$ cat src/hdl/tsm_ram.sv
// ----------------------------------------------------------------------------
// tsm_ram
// Generic single-write, single-read RAM with registered read data.
// ----------------------------------------------------------------------------
module tsm_ram #(
  parameter int WIDTH = 8,
  parameter int DEPTH = 16
) (
  input  logic                     clk,
  input  logic                     we,
  input  logic [$clog2(DEPTH)-1:0] waddr,
  input  logic [WIDTH-1:0]         wdata,
  input  logic [$clog2(DEPTH)-1:0] raddr,
  output logic [WIDTH-1:0]         rdata
);

  logic [WIDTH-1:0] mem [DEPTH];

  // Write and registered read
  always_ff @(posedge clk) begin
    if (we) begin
      mem[waddr] <= wdata;
    end
    rdata <= mem[raddr];
  end

endmodule

$ cat config.mk
export PLATFORM = sky130hd
export DESIGN_NAME = tsm_ram
export DESIGN_NICKNAME = d
export VERILOG_FILES = /design/src/hdl/tsm_ram.sv
export SDC_FILE = /design/constraint.sdc
export NUM_CORES = 1
export LEC_CHECK = 0
export BUFFER_PORTS_ARGS = -buffer_cell sky130_fd_sc_hd__buf_4
export CORE_MARGIN = 2
export CORE_UTILIZATION = 50
export DETAILED_ROUTE_END_ITERATION = 16
export MAX_ROUTING_LAYER = met4
export PLACE_DENSITY = 0.66
export REMOVE_ABC_BUFFERS = 1
export SYNTH_ARGS = -nofsm -noshare
export SYNTH_HDL_FRONTEND = slang
export SYNTH_SLANG_ARGS = --single-unit
$ cat constraint.sdc
create_clock -name clk -period 1.4 [get_ports clk]
set_input_delay 0 -clock clk [delete_from_list [all_inputs] [get_ports clk]]
set_output_delay 0 -clock clk [all_outputs]
set_load 0.005 [all_outputs]
Word-level counts from Yosys, hierarchy flattened
Memory sizes are Yosys's and may differ from the RTL's. A register that Yosys moved wholly into a read port is not among the register bits.
Cells that the tools add are included.
{"block": "word_totals", "input_bits": 18, "memories": 1, "out_inout_bits": 8, "ramBits": 128, "reg_bits": 0}
{"memory": "mem", "depth": 16, "word_bits": 8, "rd": 1, "rd_clocked_by_memory_dff": 1, "wr": 1, "line": "17", "rtl": "logic [WIDTH-1:0] mem [DEPTH];"}
{"block": "op_classes", "muxes": 2}
{"operator": "$mux W1", "count": 2}

Logic depth before layout (Yosys ltp)
Gate-level depths: netlist of the first run.
{"block": "depth", "word_depth": 2, "depth_mapped": 5, "ltp_nobuf": 3}

Worst setup path after synthesis of the first run
OpenSTA, ideal clock, no wires.
{"block": "synth_path", "path_kind": "input to register", "from": "input port waddr[2]", "to": "memory mem[0][0] (enable)", "setup_time_ns": 0.383, "arrival_time_ns": 1.110, "required_time_ns": 1.017, "path_buffers": 0, "setup_slack_ns": -0.093, "stages": 2, "path_cell_list": "or3b_2 nor3_1"}
{"element": "start: declaration", "line": "11", "rtl": "input logic [$clog2(DEPTH)-1:0] waddr,"}
{"element": "end: declaration", "line": "17"}
No word-level cell before the write port.

==> results of run 1 <==
==> report_power, final <==
group	switching [mW]	internal [mW]	total (mW)	leakage [nW]
combinational	0.249	0.249	0.498	0.669
clock	1.57	3.23	4.80	0.306
sequential	0.0250	4.55	4.58	1.22
==> cells in the mapped netlist <==
cell type / number / area (sq um)
edfxtp_1: 128 / 3840
mux4_2: 18 / 405
a22oi_1: 16 / 120
mux4_1: 14 / 368
nor2_1: 13 / 48.8
nand2_1: 9 / 33.8
dfxtp_1: 8 / 160
nor3_1: 4 / 20.0
buf_2: 3 / 15.0
buf_6: 3 / 33.8
clkdlybuf4s25_2: 3 / 30.0
nand2b_1: 2 / 12.5
nand3b_1: 2 / 15.0
and2_1: 1 / 6.26
and2b_1: 1 / 7.51
buf_4: 1 / 7.51
nand3_1: 1 / 5.00
nor2b_1: 1 / 6.26
or3b_2: 1 / 8.76
==> tightest hold or removal path, cell delays in order <==
cell and delay (ns):
buf_4 0.09, nand3b_1 0.17, nor2_1 0.11
==> final cells by class <==
cell class                 instances  area, sq um
multi-input combinational         83         1080
sequential                       136         4000
timing repair buffer              58          514
clock inverter                    14          229
tap                              136          170
fill                             660         3720
clock buffer                      18          418
==> cells by family after synthesis <==
group / Yosys count
buffers and inverters: 10
AOI/OAI and AO/OA: 16
DFF: 136
muxes: 32
and+or+nand+nor: 35
==> stage by stage <==
stage	cells	setup TNS (ns)	area, sq um	total power [mW]	setup WS, ns
floorplan	219	-0.743	5060	4.84	-0.0929
global placement	403	-0.101	5640	5.12	-0.0452
detailed placement	403	-0.0621	5640	5.13	-0.0311
CTS	446	0	6410	9.97	0.0188
global route	445	0	6410	10.2	0.000195
finish	445	0	6410	9.88	0.0568
==> registers in the layout, summed over array words and instances (netlist names) <==
signal  count
rdata       8
mem       128
==> what timing repair did <==
action	in CTS	in global routing
setup endpoints to repair	2	12
resized for setup	2	5
hold buffers	11	0
pin swaps	0	1
endpoints found under the hold margin	160	0
buffers inserted	0	0
==> worst max-delay path by stage <==
stage,from,endpoint,slack [ns],cells past startpoint
final,mem[8][2]$_DFFE_PP_,rdata[2]$_DFF_P_,0.06,3
after global placement,raddr[0],rdata[2]$_DFF_P_,-0.05,5
after CTS,mem[0][1]$_DFFE_PP_,rdata[1]$_DFF_P_,0.02,3
after global routing,mem[9][4]$_DFFE_PP_,rdata[4]$_DFF_P_,0.0002,3
after detailed placement,raddr[0],rdata[2]$_DFF_P_,-0.03,5
after floorplan,waddr[2],mem[0][0]$_DFFE_PP_,-0.09,2
==> routing by layer <==
layer  share of wire (%)  GRT usage, %
met1                  42          26.3
met2                  51          31.1
met3                 6.0          5.69
met4                 1.2          7.62
met5                   0             -
==> results.yml, run 1 <==
sta:
  finalMaxSlewViolations: 0
  setup_viol: 0
  fmax_mhz: 745
  worstMarginPinSlew_ns: 0.865
  min_period_ns: 1.34
  hold_viol_final: 0
  fin_crit_sh_pct: 95.9
  finClkSkew_ns: 0.00872
  fin_hold_ws_ns: 0.0340
  slew_headroom_pct: 42.1
  rsz0062_at_grt: "false"
power_and_ir_drop:
  ir_worst_vdd_uv: 754
  power_density_nw_per_um2: 1540
  p_leak_nw: 2.20
die:
  dieHeight_um: 105
  start_util_pct: 50.8
  ioPinCount: 26
  core_area_sq_um: 10100
  dieArea_sq_um: 11100
  num_rows: 37
  die_x_um: 105
global_routing:
  grt_pass1_vias: 2551
  grt_use_total_pct: 20.3
  grt_pass1_wl_um: 15200
  grt_max_degree: 17
  antenna_found_initial: 0
  grt_overflow: 0
placement:
  hpwl_um: 6230
  place.gp.congestion: 0.722
  port_buffers: 25
cts:
  cts_sinks: 136
  tritoncts: "built"
  htree_levels: 4
  cts_buffer_depth: 2
  insertion_delay_ns: 0.52
  cts_root_buffer: "clkbuf_8"
  numCtsBuffers: 17
  clk_pin_slew_ns: 0.06
final_layout:
  postLayoutCoreUtil_pct: 63.3
  antenna_cells: 0
  nNetsFinal: 314
  layout_common_cells: "edfxtp_1, buf_4, mux4_2, clkbuf_16"
  area_growth_pct: 24.6
  final_common_cell: "edfxtp_1"
  drive_gt1_share_pct: 33.0
min_path:
  hold_end: "mem[7][1]$_DFFE_PP_"
  holdCritStartpoint: "waddr[3]"
  hold_depth: 3
  hold_class: "input pin to flip-flop"
detailed_routing:
  ant_nets: 0
  vias: 2479
  route.detailed.drc: 0
  drt-total-wl_um: 9900
  vias_per_cell: 5.57
  drt_iter0_drc: 189
  wl_per_cell_um: 22.2
  drt-pass1-iter-count: 4
worst_setup_path:
  slowest_delay_ns: 0.53
  worstPathCellList: "mux4_1, a22oi_2, nand2_1"
  r2r-start: "mem[8][2]$_DFFE_PP_"
  arrival_ns: 1.74
  critical_path_class: "flip-flop to flip-flop"
  critPathCaptureType: "flip-flop"
  crit_family: "multiplexers"
  timing.rr.end: "rdata[2]$_DFF_P_"
  crit_slowest_cell: "mux4_1"
  critPathRequiredTime_ns: 1.80
  r2r_cells: 3
  path_max_fanout: 1
  cp-start-kind: "flip-flop"
  reg2reg_slack_ns: 0.06
  path_buf_inv: 0
logic_synthesis:
  synth_compound_area_share_pct: 2.33
  syn_inst: 229
  synth_adder_area_share_pct: 0
  ys_ff_latch: 136
  synthMuxAreaShare_pct: 15.0
  synth-xor-area-share_pct: 0
  synth_simple_gate_area_share_pct: 3.18
  synth_top_family_by_area: "multiplexers"
  syn_avg_cell_area_sq_um: 22.5
  syn_area_sq_um: 5150
  yosys_warnings: 0
  synth_cell_types: 19
  seq_area_frac_synth_pct: 77.8
run:
  max-cap-violations: 0
run_status:
  status: "complete, no violations"
No activity file was read; power rests on OpenSTA's default activity.
==> run 2: changes to the inputs <==
--- a/config.mk
+++ b/config.mk
@@ -6,6 +6,8 @@
 export NUM_CORES = 1
 export LEC_CHECK = 0
 export BUFFER_PORTS_ARGS = -buffer_cell sky130_fd_sc_hd__buf_4
+export CAP_MARGIN = 20
+export CORE_ASPECT_RATIO = 0.8
 export CORE_MARGIN = 2
 export CORE_UTILIZATION = 50
 export DETAILED_ROUTE_END_ITERATION = 16
==> run 2 against run 1 <==
Against the previous run:
- setup slack got worse by 0.022 ns
- fmax down 1.6%
- global-route usage rose by 0.54 points
- final cell count rose by 1.6%
- via count up 1.3%
- worst hold slack gained 0.060 ns
- utilization shrank 0.70 points
- combinational power rose by 1%
- largest cell class unchanged
- largest power group is now sequential cells
- highest routed layer unchanged
==> results.yml, run 2 (same netlist as run 1, synthesis figures left out) <==
sta:
  finalMaxSlewViolations: 0
  rsz0062_at_grt: "false"
  fmax_mhz: 732
  min_period_ns: 1.37
  fin_crit_sh_pct: 97.5
  fin_hold_ws_ns: 0.0938
  finalSetupTns_ns: 0
  setup_viol: 0
  timing.final.ws_setup_ns: 0.0345
  slew_headroom_pct: 42.0
  hold_viol_final: 0
  finClkSkew_ns: 0.00485
  worstMarginPinSlew_ns: 0.867
cts:
  cts_sinks: 136
  insertion_delay_ns: 0.41
  htree_levels: 4
  clk_pin_slew_ns: 0.05
  cts_buffer_depth: 2
  tritoncts: "built"
  postCtsSetupBuffers: 0
  numCtsBuffers: 17
  cts_root_buffer: "clkbuf_16"
worst_setup_path:
  critPathCaptureType: "flip-flop"
  reg2reg_slack_ns: 0.03
  timing.rr.end: "rdata[3]$_DFF_P_"
  worstPathCellList: "mux4_1, a22oi_2, nand2_1"
  crit_family: "multiplexers"
  cp-start-kind: "flip-flop"
  arrival_ns: 1.66
  r2r-start: "mem[1][3]$_DFFE_PP_"
  crit_slowest_cell: "mux4_1"
  slowest_delay_ns: 0.52
  path_buf_inv: 0
  critPathRequiredTime_ns: 1.70
  r2r_cells: 3
  critical_path_class: "flip-flop to flip-flop"
  path_max_fanout: 1
global_routing:
  grt_max_degree: 21
  antenna_found_initial: 0
  grt_use_total_pct: 20.8
  grt_overflow: 0
  grt_pass1_wl_um: 15500
  grt_pass1_vias: 2566
placement:
  place_inst: 412
  port_buffers: 25
  place.gp.congestion: 0.764
  dpl-instance-area_sq_um: 5680
  preCtsSetupSlack_ns: -0.0826
  hpwl_um: 6380
final_layout:
  final_common_cell: "edfxtp_1"
  largest_register_ffs: 128
  drive_gt1_share_pct: 32.4
  fill_cells: 714
  top_register: "mem"
  top_regs: "mem: 128 flops, rdata: 8 flops"
  final_area_sq_um: 6330
  postLayoutCoreUtil_pct: 62.6
  layout_common_cells: "edfxtp_1, buf_4, mux4_2, clkbuf_16, mux4_1"
  area_growth_pct: 22.9
  antenna_cells: 0
  finalNonFillerCells: 452
  nNetsFinal: 317
detailed_routing:
  drt-pass1-iter-count: 5
  wl_per_cell_um: 22.3
  vias_per_cell: 5.55
  wl_met1_um: 4570
  drt_iter0_drc: 277
  routed-wl-met3_um: 690
  top_layer_used: "met4"
  route.met2.wl_um: 4670
  drt-total-wl_um: 10100
  ant_nets: 0
  vias: 2510
  route.detailed.drc: 0
power_and_ir_drop:
  power_density_nw_per_um2: 1450
  ir_worst_vdd_uv: 1250
  p_leak_nw: 2.18
  totalPowerFinal_mw: 9.18
min_path:
  hold_class: "input pin to flip-flop"
  holdCritStartpoint: "waddr[0]"
  hold_end: "mem[0][6]$_DFFE_PP_"
  hold_depth: 3
die:
  die_x_um: 117
  core_area_sq_um: 10100
  ioPinCount: 26
  num_rows: 33
  dieHeight_um: 94.8
  dieArea_sq_um: 11100
  start_util_pct: 50.9
run_status:
  status: "complete, no violations"
run:
  max-cap-violations: 0
==> run 2: changes by cell type in the layout (fill, tap and decap cells not counted), moves of 2 or more <==
cell,change
buf_4,+6
bufinv_16,-4
clkinv_1,+3
clkinv_2,+3
clkinvlp_4,-2
dlygate4sd3_1,-2
==> run 2: where the power goes <==
group          leakage [nW]  internal, mW  switching, mW
Clock                 0.268          2.56           1.53
Sequential             1.22          4.55         0.0289
Combinational         0.690         0.249          0.254
Total                  2.18          7.37           1.81
==> run 2: how the worst max path moves through the flow <==
stage	start	endpoint	slack, ns	cells past startpoint
after global placement	raddr[0]	rdata[0]$_DFF_P_	-0.12	6
after CTS	mem[1][3]$_DFFE_PP_	rdata[3]$_DFF_P_	0.006	3
final	mem[1][3]$_DFFE_PP_	rdata[3]$_DFF_P_	0.03	3
after detailed placement	raddr[0]	rdata[0]$_DFF_P_	-0.08	6
after global routing	mem[0][2]$_DFFE_PP_	rdata[2]$_DFF_P_	0.004	3
after floorplan	waddr[2]	mem[0][0]$_DFFE_PP_	-0.09	2
==> run 2: final cells by class <==
class                      count  area, sq um  area share, %
clock inverter                13          111           1.76
multi-input combinational     83         1080           17.0
clock buffer                  19          433           6.84
sequential                   136         4000           63.3
tap                          140          175           2.77
timing repair buffer          61          528           8.34
==> run 2: per-layer routing <==
metal / vias up / track usage (%)
li1: 1114 / -
met1: 1293 / 27.0
met2: 87 / 30.0
met3: 16 / 8.03
met4: 0 / 8.63
met5: - / -
==> run 2: what timing repair did <==
item / in CTS / in global routing
hold endpoints to repair: 128 / 0
gates resized for setup: 1 / 3
setup endpoints to repair: 1 / 4
hold buffers: 8 / 0
pin swaps: 0 / 1
==> run 2: worst register-to-register path, delay by kind of cell, from the launching register on <==
family | cells | cell delay (ns)
muxes | 1 | 0.52
DFF | 1 | 0.35
AOI/OAI and AO/OA | 1 | 0.29
and+or+nand+nor | 1 | 0.09
