$ cat src/hdl/tsm_pkg.sv
// ----------------------------------------------------------------------------
// tsm_pkg
// Shared types and constants of the typed stack machine execution unit.
// ----------------------------------------------------------------------------
package tsm_pkg;

  localparam int STACK_DEPTH = 256;
  localparam int CALL_DEPTH  = 32;
  localparam int VALUE_W     = 32;
  localparam int PC_W        = 16;
  localparam int TAG_W       = 2;
  localparam int IMM_W       = 32;
  localparam int TGT_W       = 16;
  localparam int OP_W        = 5;
  localparam int STATUS_W    = 3;
  localparam int SP_W        = $clog2(STACK_DEPTH + 1);
  localparam int ADDR_W      = $clog2(STACK_DEPTH);
  localparam int DEPTH_W     = $clog2(CALL_DEPTH + 1);
  localparam int CS_ADDR_W   = $clog2(CALL_DEPTH);
  localparam int ENTRY_W     = VALUE_W + TAG_W;
  localparam int FRAME_W     = PC_W + SP_W;
  localparam int CNT_W       = $clog2(VALUE_W);
  localparam int POS_W       = IMM_W + 2;

  // Type tags
  localparam logic [TAG_W-1:0] TAG_INT   = 2'd0;
  localparam logic [TAG_W-1:0] TAG_CODE  = 2'd1;
  localparam logic [TAG_W-1:0] TAG_STACK = 2'd2;
  localparam logic [TAG_W-1:0] TAG_HEAP  = 2'd3;

  typedef enum logic [OP_W-1:0] {
    OP_PUSHI  = 5'd0,  OP_ADD    = 5'd1,  OP_SUB    = 5'd2,  OP_MUL    = 5'd3,
    OP_DIV    = 5'd4,  OP_MOD    = 5'd5,  OP_LT     = 5'd6,  OP_LE     = 5'd7,
    OP_GT     = 5'd8,  OP_GE     = 5'd9,  OP_NOT    = 5'd10, OP_EQUAL  = 5'd11,
    OP_PADD   = 5'd12, OP_SWAP   = 5'd13, OP_POPIMM = 5'd14, OP_POPN   = 5'd15,
    OP_PUSHN  = 5'd16, OP_PUSHG  = 5'd17, OP_PUSHL  = 5'd18, OP_STOREL = 5'd19,
    OP_STOREG = 5'd20, OP_PUSHSP = 5'd21, OP_PUSHFP = 5'd22, OP_PUSHGP = 5'd23,
    OP_JUMP   = 5'd24, OP_JZ     = 5'd25, OP_PUSHA  = 5'd26, OP_CALL   = 5'd27,
    OP_RETURN = 5'd28, OP_START  = 5'd29, OP_NOP    = 5'd30, OP_WRITE  = 5'd31
  } op_t;

  typedef enum logic [STATUS_W-1:0] {
    ST_OK        = 3'd0,
    ST_UNDERFLOW = 3'd1,
    ST_OVERFLOW  = 3'd2,
    ST_TYPE      = 3'd3,
    ST_CALL      = 3'd4,
    ST_DIVZERO   = 3'd5,
    ST_INDEX     = 3'd6
  } status_t;

  // Divider command
  typedef struct packed {
    logic start;
    logic want_mod;
  } div_cmd_t;

endpackage

$ cat src/hdl/tsm_div.sv
// ----------------------------------------------------------------------------
// tsm_div
// Radix-2 restoring signed divider, one quotient bit per cycle.
// ----------------------------------------------------------------------------
module tsm_div (
  input  logic                          clk,
  input  logic                          rst,
  input  tsm_pkg::div_cmd_t             cmd,
  input  logic [tsm_pkg::VALUE_W-1:0]   a,
  input  logic [tsm_pkg::VALUE_W-1:0]   b,
  output logic                          done,
  output logic [tsm_pkg::VALUE_W-1:0]   result
);

  logic                          busy;
  logic [tsm_pkg::CNT_W-1:0]     cnt;
  logic [tsm_pkg::VALUE_W-1:0]   quo;
  logic [tsm_pkg::VALUE_W-1:0]   rem;
  logic [tsm_pkg::VALUE_W-1:0]   ub;
  logic                          neg_a;
  logic                          neg_b;
  logic                          want_mod;
  logic [tsm_pkg::VALUE_W:0]     rem_sh;
  logic [tsm_pkg::VALUE_W:0]     diff;

  // Shift in the next dividend bit and trial subtract
  assign rem_sh = {rem, quo[tsm_pkg::VALUE_W-1]};
  assign diff   = rem_sh - {1'b0, ub};

  // Control
  always_ff @(posedge clk) begin
    if (rst) begin
      busy <= 1'b0;
      done <= 1'b0;
      cnt  <= '0;
    end else begin
      done <= 1'b0;
      if (cmd.start) begin
        busy <= 1'b1;
        cnt  <= '0;
      end else if (busy) begin
        cnt <= cnt + 1'b1;
        if (cnt == tsm_pkg::CNT_W'(tsm_pkg::VALUE_W - 1)) begin
          busy <= 1'b0;
          done <= 1'b1;
        end
      end
    end
  end

  // Datapath on magnitudes
  always_ff @(posedge clk) begin
    if (cmd.start) begin
      neg_a    <= a[tsm_pkg::VALUE_W-1];
      neg_b    <= b[tsm_pkg::VALUE_W-1];
      want_mod <= cmd.want_mod;
      quo      <= a[tsm_pkg::VALUE_W-1] ? (~a + 1'b1) : a;
      ub       <= b[tsm_pkg::VALUE_W-1] ? (~b + 1'b1) : b;
      rem      <= '0;
    end else if (busy) begin
      if (!diff[tsm_pkg::VALUE_W]) begin
        rem <= diff[tsm_pkg::VALUE_W-1:0];
        quo <= {quo[tsm_pkg::VALUE_W-2:0], 1'b1};
      end else begin
        rem <= rem_sh[tsm_pkg::VALUE_W-1:0];
        quo <= {quo[tsm_pkg::VALUE_W-2:0], 1'b0};
      end
    end
  end

  // Restore signs: quotient by both, remainder by the dividend
  always_comb begin
    if (want_mod) begin
      result = neg_a ? (~rem + 1'b1) : rem;
    end else begin
      result = (neg_a != neg_b) ? (~quo + 1'b1) : quo;
    end
  end

endmodule

$ cat config.mk
export PLATFORM = sky130hd
export DESIGN_NAME = tsm_div
export DESIGN_NICKNAME = d
export VERILOG_FILES = /design/src/hdl/tsm_pkg.sv /design/src/hdl/tsm_div.sv
export SDC_FILE = /design/constraint.sdc
export NUM_CORES = 1
export LEC_CHECK = 0
export BUFFER_PORTS_ARGS = -buffer_cell sky130_fd_sc_hd__clkbuf_2
export CAP_MARGIN = 10
export CORE_MARGIN = 3
export CORE_UTILIZATION = 60
export DETAILED_ROUTE_END_ITERATION = 16
export PLACE_DENSITY = 0.93
export SLEW_MARGIN = 20
export SYNTH_ARGS = -nofsm -noshare
export SYNTH_HDL_FRONTEND = slang
export SYNTH_SLANG_ARGS = --single-unit
$ cat constraint.sdc
create_clock -name clk -period 3.7 [get_ports clk]
set_input_delay 0.185 -clock clk [delete_from_list [all_inputs] [get_ports clk]]
set_output_delay 0.185 -clock clk [all_outputs]
set_load 0.03 [all_outputs]
After elaboration in Yosys (flattened, before gate mapping)
Cells that the tools add are included.
- bits in registers: 106
- output and inout port bits: 33
- logic and storage cells: 39
- add/sub/neg operators: 6
- eq/ne operators: 2
- mux-type cells: 13
- bitwise logic cells: 5
- reduce and logical (&&, ||, !) cells: 3
- operators by type and width (cell ; count):
    two-way mux 32 bit ; 7
    adder 32 x 1 -> 32 bit, second input constant ; 4
    NOT 32 bit ; 4
    subtractor 33 x 32 -> 33 bit ; 1
    two-way mux 31 bit ; 1
    adder 5 x 1 -> 5 bit, second input constant ; 1
    == test 5 bit, second input constant ; 1
    two-way mux 1 bit ; 5
    OR reduction 3 bit ; 1
    nonzero test 2 bit ; 1
    OR reduction 2 bit ; 1
    inequality test 1 bit ; 1
    NOT 1 bit ; 1

Depth between registers and ports, before layout
- depth in word-level cells: 4
- depth in mapped cells: 14
- gate-level depth less buffers: 12

Least setup slack after synthesis
OpenSTA, ideal clock, no wires.
- path type: flip-flop to output port
- start: register rem[5] (netlist bit)
- end: output result[27] (netlist bit)
- arrival time: 3.474 ns
- slack: 0.041 ns
- cell stages (with the launch flop): 10
- buffers on the path: 0
- path through: dfxtp_1 -> or4_4 -> or4_1 -> or2_1 -> or3_1 -> or3_4 -> or3_4 -> o41ai_2 -> xor2_1 -> a21oi_1
- word-level cells in the longest chain between the ends: 4
- RTL lines (element ; RTL line ; text):
    start, declared ; tsm_div.sv:18 ; logic [tsm_pkg::VALUE_W-1:0] rem;
    start signal, assigned ; tsm_div.sv:62 ; rem <= diff[tsm_pkg::VALUE_W-1:0];
    start signal, assigned ; tsm_div.sv:65 ; rem <= rem_sh[tsm_pkg::VALUE_W-1:0];
    NOT 32 bit ; tsm_div.sv:74 ; result = neg_a ? (~rem + 1'b1) : rem;
    adder 32 x 1 -> 32 bit ; tsm_div.sv:74 ;
    two-way mux 32 bit ; tsm_div.sv:74 ;
    two-way mux 32 bit ; tsm_div.sv:73 ; if (want_mod) begin
    end, declared ; tsm_div.sv:12 ; output logic [tsm_pkg::VALUE_W-1:0] result
Every way passes these cells.

Final worst setup path
Same ends and word-level chain as after synthesis.

==> run_results.csv <==
group,metric,value,unit
run_status,status,"complete, but fails checks",
run_status,violations,"negative setup slack",
detailed_routing,ant_nets,0,
synthesis,syn-cell-area,0.008705,mm2
layout,postLayoutCellArea,0.009928,mm2
clocking,clock_latency,360,ps
layout,final_cell_mix,"149 x nor2_1, 126 x a21oi_1, 87 x clkbuf_2",
detailed_routing,initialDrtViolationCount,717,
detailed_routing,dr.pass1.iters,7,
synthesis,async_reset_ff_frac,0,
setup_path,r2r_setup_slack,130,ps
clocking,cts_made_buffers,9,
power_and_ir_drop,powerDensity,430.0,mW/mm2
synthesis,synth_seq_cells,106,
synthesis,avgSynthCellArea,8.212,um2
layout,area_delta_synth_final,14.06,%
setup_path,end_kind,"primary output",
sta,fin_crit,3889,ps
synthesis,synth_edf_count,67,
clocking,clk_pin_slew,70,ps
detailed_routing,drc,0,
synthesis,synth_fp_nets,1167,
global_route,grt_first_pass_wirelength,35.90,mm
floorplan,io_pins,101,
floorplan,die_w,126.4,um
setup_path,critPathMaxFanout,4,
floorplan,row_count,43,
floorplan,die_y,126.4,um
placement,placed_area,0.009432,mm2
setup_path,critPathKind,"flip-flop to primary output",
detailed_routing,dr_total_vias,8285,
setup_path,slowest_stage,"or4_4",
layout,drive_above_1_share,0.1568,
clocking,cts.sinks,106,
floorplan,die_area,0.01599,mm2
clocking,cts_tree,"yes",
detailed_routing,viasPerCell,6.211,
sta,rsz0062_at_grt,"true",
detailed_routing,wl,22.24,mm
global_route,antenna_found_initial,0,
global_route,overflow,0,
power_and_ir_drop,p_leak,4.029,nW
sta,final.setup.worst_slack,-189.4,ps
clocking,clockRootBuffer,"clkbuf_16",
setup_path,slowest_delay,530,ps
setup_path,path_cells,"or4_4, or4_4, or2_4, or3_4, or3_4, or3_4, o41ai_4, xor2_1, a21oi_1, buf_4",
setup_path,required,3510,ps
synthesis,synth_warnings,0,
placement,numPortBuffers,100,
global_route,grt_max_degree,89,
synthesis,synth_seq_area_share,0.3208,
layout,nets,1256,
sta,tns,-667.5,ps
setup_path,arrival,3700,ps
sta,report.final.hold_viol_count,0,
detailed_routing,avgRoutedWirePerCell,16.67,um
sta,finClkSkew,12.26,ps
placement,gp_congestion,0.9413,
synthesis,syn_inst,1060,
clocking,htreeDepth,3,
synthesis,synth.distinct_cells,64,
global_route,track_usage,0.2677,
flow_run,drv_cap,0,
setup_path,crit_top_cell,"or3_4",
floorplan,start_util,0.6199,
sta,relSlewSlack,0.4643,
hold_path,min_path_type,"input pin to flip-flop",
setup_path,startpoint_type,"flip-flop",
placement,dp_hpwl,16.14,mm
layout,layout_commonest_cell,"nor2_1",
floorplan,core_area,0.01404,mm2
sta,tightestPinTransition,803.6,ps
sta,setup_viol,5,
sta,final_max_slew_viol_count,0,
sta,timing.final.crit_share,1.051,
clocking,cts_buffer_depth,2,
global_route,grt_pass1_vias,7790,
synthesis,synthFlopType,"edfxtp_1",
layout,n_antenna_cell,0,
sta,clock.fmax,257.1,MHz
power_and_ir_drop,ir_drop,0.0003239,V
==> final timing paths <==
path,startpoint,depth (start not counted),endpoint
max,rem[5]$_SDFFE_PP0P_,10,result[27]
min,b[0],1,ub[0]$_DFFE_PP_
max reg2reg,quo[31]$_DFFE_PP_,13,rem[30]$_SDFFE_PP0P_
min reg2reg,cnt[4]$_SDFFE_PP0P_,2,cnt[4]$_SDFFE_PP0P_
==> per-stage QoR <==
stage	util	worst slack, ps	hold WS [ps]	std cells	power [mW]
floorplan	-	40.88	257.4	1060	2.734
global placement	0.6717	122.6	348.5	1312	3.140
detailed placement	0.6717	7.317	352.3	1312	3.190
CTS	0.7020	-140.7	57.78	1334	4.207
global route	0.7070	-312.4	63.77	1334	4.484
finish	0.7070	-189.4	67.44	1334	4.270
==> routing by layer <==
metal,track usage,part of all wire,vias to the layer above
li1,-,-,4036
met1,0.3266,0.41,3827
met2,0.4667,0.50,336
met3,0.04463,0.052,86
met4,0.1155,0.043,0
met5,0,0,-
==> power breakdown <==
part           switching (mW)  internal, mW
registers               0.149          1.40
clock network           0.447         0.542
logic                    1.06         0.675
==> cells in the mapped netlist, types with 15 or more instances <==
| cell | count | share of area |
|---|---|---|
| a211oi_1 | 23 | 0.020 |
| a21oi_1 | 132 | 0.076 |
| clkbuf_1 | 50 | 0.022 |
| dfxtp_1 | 39 | 0.090 |
| edfxtp_1 | 67 | 0.23 |
| ha_1 | 38 | 0.055 |
| inv_1 | 53 | 0.023 |
| nand2_1 | 64 | 0.028 |
| nor2_1 | 149 | 0.064 |
| o21ai_0 | 46 | 0.026 |
| o31ai_1 | 31 | 0.027 |
| o41ai_1 | 15 | 0.015 |
| or4_1 | 21 | 0.018 |
| xnor2_1 | 63 | 0.063 |
| xor2_1 | 85 | 0.086 |
==> cell type report <==
class / instances / area (um2)
Multi-Input combinational cell: 849 / 5635
Fill cell: 1039 / 4114
Sequential cell: 106 / 2794
Timing Repair Buffer: 130 / 779.5
Clock buffer: 11 / 242.7
Tap cell: 180 / 225.2
Inverter: 53 / 198.9
Clock inverter: 5 / 52.55
==> logic make-up after synthesis <==
kind of cell,Yosys count,synth area share
XOR/XNOR,148,0.1489
AND/OR/NAND/NOR,337,0.1860
AO/OA/AOI/OAI,310,0.2245
flip-flops,106,0.3208
multiplexers,15,0.01754
buffers and inverters,105,0.04528
adder cells (fa/ha/maj),39,0.05692
==> state kept, by name, indices dropped and copies added (netlist names) <==
register,count
busy,1
cnt,5
done,1
neg_a,1
neg_b,1
quo,32
rem,32
ub,32
want_mod,1
==> worst max-delay path, delay by kind of cell (launching register included) <==
family,cells,cell delay [ps]
flops,1,320
simple gates,6,2320
buf+inv,1,190
xor+xnor,1,100
compound gates,2,410
==> repair_timing <==
action | 4_1_cts | 5_1_grt
buffers inserted | 4 | 0
gates resized for setup | 20 | 29
pin swaps | 8 | 6
gates cloned | 0 | 0
hold buffers | 2 | 0
setup endpoints to repair | 10 | 16
hold endpoints to repair | 2 | 0
Note: power is estimated with default switching activity, not from simulation.
